File: src/rtl/shb_pkg.sv
// ============================================================================
// Signal histogram binner: shared package
// Widths, codes and state encoding used by the histogram binner modules.
// ============================================================================
package shb_pkg;

    // Histogram geometry and sample format
    localparam int NUM_BINS    = 256;
    localparam int SAMPLE_BITS = 16;
    localparam int BIN_BITS    = $clog2(NUM_BINS);
    localparam int COUNT_BITS  = 32;

    // Value path widths
    localparam int POWER_BITS = 2 * SAMPLE_BITS;
    localparam int ROOT_BITS  = SAMPLE_BITS;
    localparam int STEP_BITS  = $clog2(ROOT_BITS);
    localparam int VAL_BITS   = POWER_BITS + 1;
    localparam int MIN_BITS   = 34;
    localparam int DIFF_BITS  = ((VAL_BITS > MIN_BITS) ? VAL_BITS : MIN_BITS) + 1;
    localparam int INV_BITS   = 32;
    localparam int FRAC_BITS  = 16;
    localparam int PROD_BITS  = 2 * INV_BITS;
    localparam int IDX_BITS   = PROD_BITS + 1 - FRAC_BITS;

    localparam logic [PROD_BITS:0] ROUND_HALF  = (PROD_BITS + 1)'(1) << (FRAC_BITS - 1);
    localparam logic [63:0]        POWER_LIMIT = 64'h4000_0000_0000_0000;
    localparam logic [INV_BITS-1:0] INV_RESET  = INV_BITS'(65536);

    // Port field widths
    localparam int OP_BITS        = 2;
    localparam int FIELD_BIN_BITS = 8;
    localparam int IN_DATA_BITS   = 40;
    localparam int OUT_DATA_BITS  = 96;
    localparam int CFG_IDX_BITS   = 2;
    localparam int CFG_DATA_BITS  = 34;

    typedef enum logic [OP_BITS-1:0] {
        OP_ADD   = 2'd0,
        OP_READ  = 2'd1,
        OP_CLEAR = 2'd2
    } t_opcode;

    typedef enum logic [1:0] {
        MODE_REAL  = 2'd0,
        MODE_POWER = 2'd1,
        MODE_AMPL  = 2'd2
    } t_mode;

    typedef enum logic [CFG_IDX_BITS-1:0] {
        CFG_VALUE_MODE = 2'd0,
        CFG_RANGE_MIN  = 2'd1,
        CFG_INV_WIDTH  = 2'd2
    } t_cfg_reg;

    typedef enum logic [2:0] {
        S_IDLE,
        S_POWER,
        S_ROOT,
        S_DIFF,
        S_MUL,
        S_LOOKUP,
        S_UPDATE,
        S_RESULT
    } t_state;

endpackage

File: src/rtl/shb_isqrt.sv
// ============================================================================
// Iterative integer square root
// Restoring bit-pair square root, one result bit per cycle.
// ============================================================================
module shb_isqrt
    import shb_pkg::*;
(
    input  logic                  i_clk,
    input  logic                  i_rst_n,
    input  logic                  i_start,
    input  logic [POWER_BITS-1:0] i_radicand,
    output logic                  o_done,
    output logic [ROOT_BITS-1:0]  o_root
);

    logic                  r_busy;
    logic                  r_done;
    logic [STEP_BITS-1:0]  r_cnt;
    logic [POWER_BITS-1:0] r_num;
    logic [POWER_BITS-1:0] r_root;

    logic [POWER_BITS-1:0] w_bit;
    logic [POWER_BITS:0]   w_trial;
    logic                  w_fit;

    assign w_bit   = POWER_BITS'(1) << {r_cnt, 1'b0};
    assign w_trial = (POWER_BITS + 1)'(r_root) + (POWER_BITS + 1)'(w_bit);
    assign w_fit   = (POWER_BITS + 1)'(r_num) >= w_trial;

    always_ff @(posedge i_clk) begin
        if (!i_rst_n) begin
            r_busy <= 1'b0;
            r_done <= 1'b0;
        end else begin
            r_done <= r_busy && (r_cnt == '0);
            if (i_start) begin
                r_busy <= 1'b1;
            end else if (r_busy && (r_cnt == '0)) begin
                r_busy <= 1'b0;
            end
        end
    end

    always_ff @(posedge i_clk) begin
        if (i_start) begin
            r_num  <= i_radicand;
            r_root <= '0;
            r_cnt  <= STEP_BITS'(ROOT_BITS - 1);
        end else if (r_busy) begin
            if (w_fit) begin
                r_num  <= r_num - w_trial[POWER_BITS-1:0];
                r_root <= (r_root >> 1) + w_bit;
            end else begin
                r_root <= r_root >> 1;
            end
            r_cnt <= r_cnt - STEP_BITS'(1);
        end
    end

    assign o_done = r_done;
    assign o_root = r_root[ROOT_BITS-1:0];

endmodule

File: config.mk
export PLATFORM = sky130hd
export DESIGN_NAME = shb_isqrt
export DESIGN_NICKNAME = d
export VERILOG_FILES = /design/src/rtl/shb_pkg.sv /design/src/rtl/shb_isqrt.sv
export SDC_FILE = /design/constraint.sdc
export NUM_CORES = 1
export LEC_CHECK = 0
export ABC_CLOCK_PERIOD_IN_PS = 6500
export BUFFER_PORTS_ARGS = -buffer_cell sky130_fd_sc_hd__clkbuf_2
export CAP_MARGIN = 10
export CELL_PAD_IN_SITES_DETAIL_PLACEMENT = 2
export CELL_PAD_IN_SITES_GLOBAL_PLACEMENT = 2
export CORE_UTILIZATION = 34
export CTS_CLUSTER_DIAMETER = 50
export DETAILED_ROUTE_END_ITERATION = 8
export GPL_TIMING_DRIVEN = 0
export PLACE_DENSITY = 0.87
export SLEW_MARGIN = 20
export SYNTH_ARGS = -nofsm -noshare
export SYNTH_HDL_FRONTEND = slang
export SYNTH_SLANG_ARGS = --single-unit
File: constraint.sdc
create_clock -name i_clk -period 6.5 [get_ports i_clk]
set_input_delay 0.65 -clock i_clk [delete_from_list [all_inputs] [get_ports i_clk]]
set_output_delay 0.65 -clock i_clk [all_outputs]
set_load 0.05 [all_outputs]
# Word level (Yosys, flattened, before mapping)

Cells that the tools add are included.

Add/subtract/negate cells: 4
Shift operators: 1
$lt $le $gt $ge: 1
Reductions and logical operators: 6
Mux-type cells: 6

Operators with widths:

| kind                                              | number |
|---|---|
| two-way mux 32 bit                                | 4 |
| adder 32 x 32 -> 33 bit                           | 1 |
| >= comparator 32 x 33 -> 1 bit                    | 1 |
| adder 31 x 32 -> 32 bit                           | 1 |
| left shift 1 x 5 -> 32 bit (first input constant) | 1 |
| subtractor 32 bit                                 | 1 |
| nonzero test 2 bit                                | 3 |
| logical NOT 4 bit                                 | 1 |
| subtractor 4 x 1 -> 4 bit (second input constant) | 1 |
| two-way mux 1 bit                                 | 2 |
| AND reduction 2 bit                               | 1 |
| logical AND 1 bit                                 | 1 |

Bits in registers: 70
Word-level logic and storage cells: 23

# Longest topological paths before layout

Depth after elaboration: 6
Mapped depth: 25
Depth with buffers taken out: 23

# Least setup slack after synthesis

No wires, ideal clock.

Path type: flip-flop to flip-flop
Start: register r_cnt[2]
End: register r_num[0], enable pin
Cell stages (with the launch flop): 23
Required time: 6034 ps
Setup slack: -666 ps
Library setup time: 466 ps
Arrival: 6701 ps
Buffers on the path: 3
Cell sequence: dfxtp_1 -> clkbuf_1 -> nor2_1 -> and2_1 -> ha_1 -> ha_1 -> a21oi_2 -> o21ai_2 -> maj3_2 -> a211oi_4 -> o41ai_2 -> a31oi_1 -> nor2_1 -> o311ai_0 -> xor2_1 -> ha_1 -> nand2_1 -> nor4_1 -> a31oi_1 -> a21o_4 -> buf_6 -> buf_4 -> o21ai_0

Word-level cells in the longest chain between the ends: 5

Ends and longest elaborated chain:

| what                                 | RTL line        | source |
|---|---|---|
| start, declared                      | shb_isqrt.sv:18 | `logic [STEP_BITS-1:0] r_cnt;` |
| start signal, assigned               | shb_isqrt.sv:48 | `r_cnt <= STEP_BITS'(ROOT_BITS - 1);` |
| start signal, assigned               | shb_isqrt.sv:56 | `r_cnt <= r_cnt - STEP_BITS'(1);` |
| left shift 1 x 5 -> 32 bit           | shb_isqrt.sv:26 | `assign w_bit = POWER_BITS'(1) << {r_cnt, 1'b0};` |
| adder 32 x 32 -> 33 bit              | shb_isqrt.sv:27 | `assign w_trial = (POWER_BITS + 1)'(r_root) + (POWER_BITS + 1)'(w_bit);` |
| >= comparator 32 x 33 -> 1 bit       | shb_isqrt.sv:28 | `assign w_fit = (POWER_BITS + 1)'(r_num) >= w_trial;` |
| nonzero test 2 bit (no source line)  | -               |  |
| AND reduction 2 bit (no source line) | -               |  |
| end signal, assigned                 | shb_isqrt.sv:46 | `r_num <= i_radicand;` |
| end signal, assigned                 | shb_isqrt.sv:51 | `r_num <= r_num - w_trial[POWER_BITS-1:0];` |
| end, declared                        | shb_isqrt.sv:19 | `logic [POWER_BITS-1:0] r_num;` |

Every way passes these cells.
A chain may end at the register's enable or synchronous reset.

# Worst setup path after layout

Start: register r_cnt[2]
End: register r_num[6], enable pin

Same word-level chain as after synthesis.

==> impl_results.md <==
- CTS sink count: 70
- DRT Pass-1 Iters: 5
- M1 GR Usage: 0.329
- Number of synthesized flops with an enable pin: 32
- Worst hold path startpoint: i_rst_n
- Fin. max-slew vios: 0
- Tcrit/Tclk final: 0.965
- DP Wirelength: 19500 um
- Maxcap violations: 0
- R2R setup slack: 0.23 ns
- Most common cell in the netlist: nor2_1
- Area Growth Syn to Fin: 14.6%
- CP Capture Type: flop
- Crit start category: flop
- Synth Area in Compound Gates: 0.269
- Required time of the critical path: 6.61 ns
- Final WS setup: 0.226 ns
- Routability Congestion: 0.834
- FMAX: 159 MHz
- Die width: 145 um
- Cell Pwr Density: 384 nW/um^2
- Status: completed
- DRC: 0
- Fillers: 2230
- Inserted Clock Buffers: 9
- Simple-gate portion of the synthesized area: 0.184
- P_leak: 0.00317 uW
- Starting DRT DRC Count: 339
- Die ar.: 20900 sq um
- Pint: 1660 uW
- First-pass GRT wire length: 41600 um
- Initial antenna violation count: 0
- NetSw: 1390 uW
- Setup Skew: 0.00806 ns
- Synth Area in XOR/XNOR: 0.0809
- Syn. warnings: 0
- GRT Util Overall: 0.264
- Switching share of power: 0.456
- Area contributors post-synth: edfxtp_1 (14%), ha_1 (12%), dfxtp_1 (11%), o21ai_0 (5.3%), nor2_1 (4.9%)
- VDD IR max: 0.000174 V
- Wire per inst: 22.0 um
- CP Max Fanout: 16
- Worst R2R Start: r_cnt[2]$_SDFFE_PP1P_
- Critical Path Start: r_cnt[2]$_SDFFE_PP1P_
- Hold Vio Cnt, Final: 0
- Clock Latency Late Sink: 0.36 ns
- Cell Area, Synth: 6930 sq um
- Starting Density: 0.351
- Adder-Cell Fraction of Synth Area: 0.131
- Sequential power share: 0.232
- Max_slew headroom: 0.419
- Dpl cells: 1174
- Prevailing post-synth register cell: dfxtp_1
- Post-synthesis net count: 963
- Main combinational cell family by area after synthesis: compound AO/OA/AOI/OAI gates
- Chip height: 145 um
- Multiplexer share of the synthesized area: 0.0303
- FF+latch count, synth: 70
- Post-synth top cells: nor2_1 (91), nand2_1 (82), o21ai_0 (73), ha_1 (69), a21oi_1 (50)
- Hold Worst Slack: 0.520 ns
- Drt total wl: 26200 um
- Diode count: 0
- Avg Inst Size Synth: 8.07 sq um
- Core Region: 19700 sq um
- Vias: 6969
- Clock share of power: 0.188
- Pre-CTS setup slack: -0.191 ns
- Worst Hold Class: in2reg
- IO Count: 52
- IO Port Bufs: 50
- Synth top area share: 0.139
- Layout cells sized above 1: 0.126
- Clock Tree Buf Depth: 2
- Num rows: 51
- Least-Margin Pin Slew: 0.860 ns
- Area leader, netlist: edfxtp_1
- Ys async rst share: 0
- Non-Filler Instances: 1192
- Grt total ovfl: 0
- Vias in the first global route: 7502
- Reg clk slew, reported paths: 0.06 ns
- Routed Antenna Nets: 0
- H-tree lvl count: 3
- Gate power share: 0.581
- Synth cell types: 67
- Clock root buffer master: clkbuf_16
- Layout net count: 1027
- Synth Instances: 858
- Critical path type: reg2reg
- Setup_tns: 0 ns
- Worst EP arrival: 6.38 ns
- CTS Hold Bufs: 0
- Final worst path period need: 6.27 ns
- Met2 usage: 0.461
- Via density per instance: 5.85
- Final-report setup violation count: 0
- CTS tree: built
- Pin count of the biggest net entering global routing: 17
- Sequential share of the synthesized area: 0.249
- Most Crowded Layer GR: met2
- Met3 GRT Util: 0.0418
cell type report:
type / instances / area (sq um) / share of cell area
Clock buffer: 14 / 295 / 0.0372
Clock inverter: 2 / 35.0 / 0.00441
Buffer: 50 / 287 / 0.0361
Timing Repair Buffer: 53 / 305 / 0.0385
Sequential cell: 70 / 1720 / 0.217
Multi-Input combinational cell: 710 / 4860 / 0.612
Inverter: 28 / 105 / 0.0132
Tap cell: 265 / 332 / 0.0418
worst paths after layout:
check,endpoint,depth (start not counted)
worst max-delay path,r_num[6]$_DFFE_PP_,25
worst min-delay path,r_busy$_SDFFE_PN0P_,2
worst max register to register,r_num[6]$_DFFE_PP_,25
worst min register to register,r_root[30]$_SDFFE_PP0P_,2
critical path: stages (launching register included):
cell and delay [ns]:
dfxtp_1 0.35, clkbuf_2 0.20, nor2_1 0.31, and2_1 0.34, ha_1 0.28, ha_1 0.23
a21oi_2 0.08, o21ai_2 0.22, maj3_2 0.33, nand2_1 0.10, a21oi_1 0.29, nand3_1 0.12
a21boi_0 0.25, xnor2_1 0.20, ha_1 0.36, a21o_1 0.19, a21oi_1 0.18, o21ai_0 0.18
o2bb2ai_1 0.18, a21o_1 0.21, o31ai_4 0.42, a21o_4 0.20, buf_6 0.16, buf_4 0.26
o21ai_4 0.13, buf_16 0.22
cell families (layout without fill, tap and decap cells):
kind of cell,Yosys count,after routing
AO/OA/AOI/OAI,278,278
XOR/XNOR,64,64
adder cells (fa/ha/maj),72,72
buffers and inverters,78,147
flip-flops,70,70
multiplexers,20,20
AND/OR/NAND/NOR,276,276
stage by stage:
step	util	power, uW	cell area, sq um
final	0.403	3050	7940
after global routing	0.403	3250	7940
after CTS	0.401	3020	7910
after detailed placement	0.383	2410	7550
after global placement	0.381	2330	7510
after floorplan	-	1950	6930
sequential cells by signal, indices dropped and copies added (netlist names):
signal  cells
r_num      32
r_cnt       4
r_root     32
r_busy      1
o_done      1
timing repair:
action                                 4_1_cts  5_1_grt
cloned                                       0        0
endpoints found under the hold margin        0        0
setup buffers                                2        0
resized for setup                            0        7
setup endpoints to repair                   32       60
pin swaps                                    1        1
placed cells by master, fill, tap and decap left out, types with 12 or more instances in the layout:
| cell type | netlist | final |
|---|---|---|
| a21o_1 | 17 | 17 |
| mux2i_1 | 12 | 12 |
| edfxtp_1 | 32 | 32 |
| xnor2_1 | 38 | 38 |
| buf_4 | 18 | 19 |
| clkbuf_1 | 25 | 25 |
| o21bai_1 | 13 | 13 |
| a311oi_1 | 15 | 15 |
| nand3_1 | 15 | 15 |
| ha_1 | 69 | 69 |
| and2_1 | 14 | 14 |
| a211oi_1 | 14 | 14 |
| nor3_1 | 22 | 21 |
| nor2_1 | 91 | 91 |
| o21ai_0 | 73 | 72 |
| dfxtp_1 | 38 | 38 |
| nand2_1 | 82 | 82 |
| o31ai_1 | 14 | 14 |
| inv_1 | 28 | 28 |
| clkbuf_2 | 0 | 51 |
| xor2_1 | 26 | 26 |
| a21oi_1 | 50 | 50 |
| or3_1 | 12 | 12 |
| a31oi_1 | 25 | 24 |
power by group through the flow:
stage               sequential, uW  combinational [uW]  clock (uW)
detailed placement             712                1700           0
CTS                            705                1740         575
global placement               710                1620           0
finish                         706                1770         572
global route                   721                1930         596
floorplan                      679                1270           0
routing by layer:
metal	wire, um	share of wire	vias to the layer above
li1	-	-	3284
met1	11800	0.45	3502
met2	13000	0.50	144
met3	915	0.035	39
met4	472	0.018	0
met5	0	0	-
(Power assumes the default switching activity.)
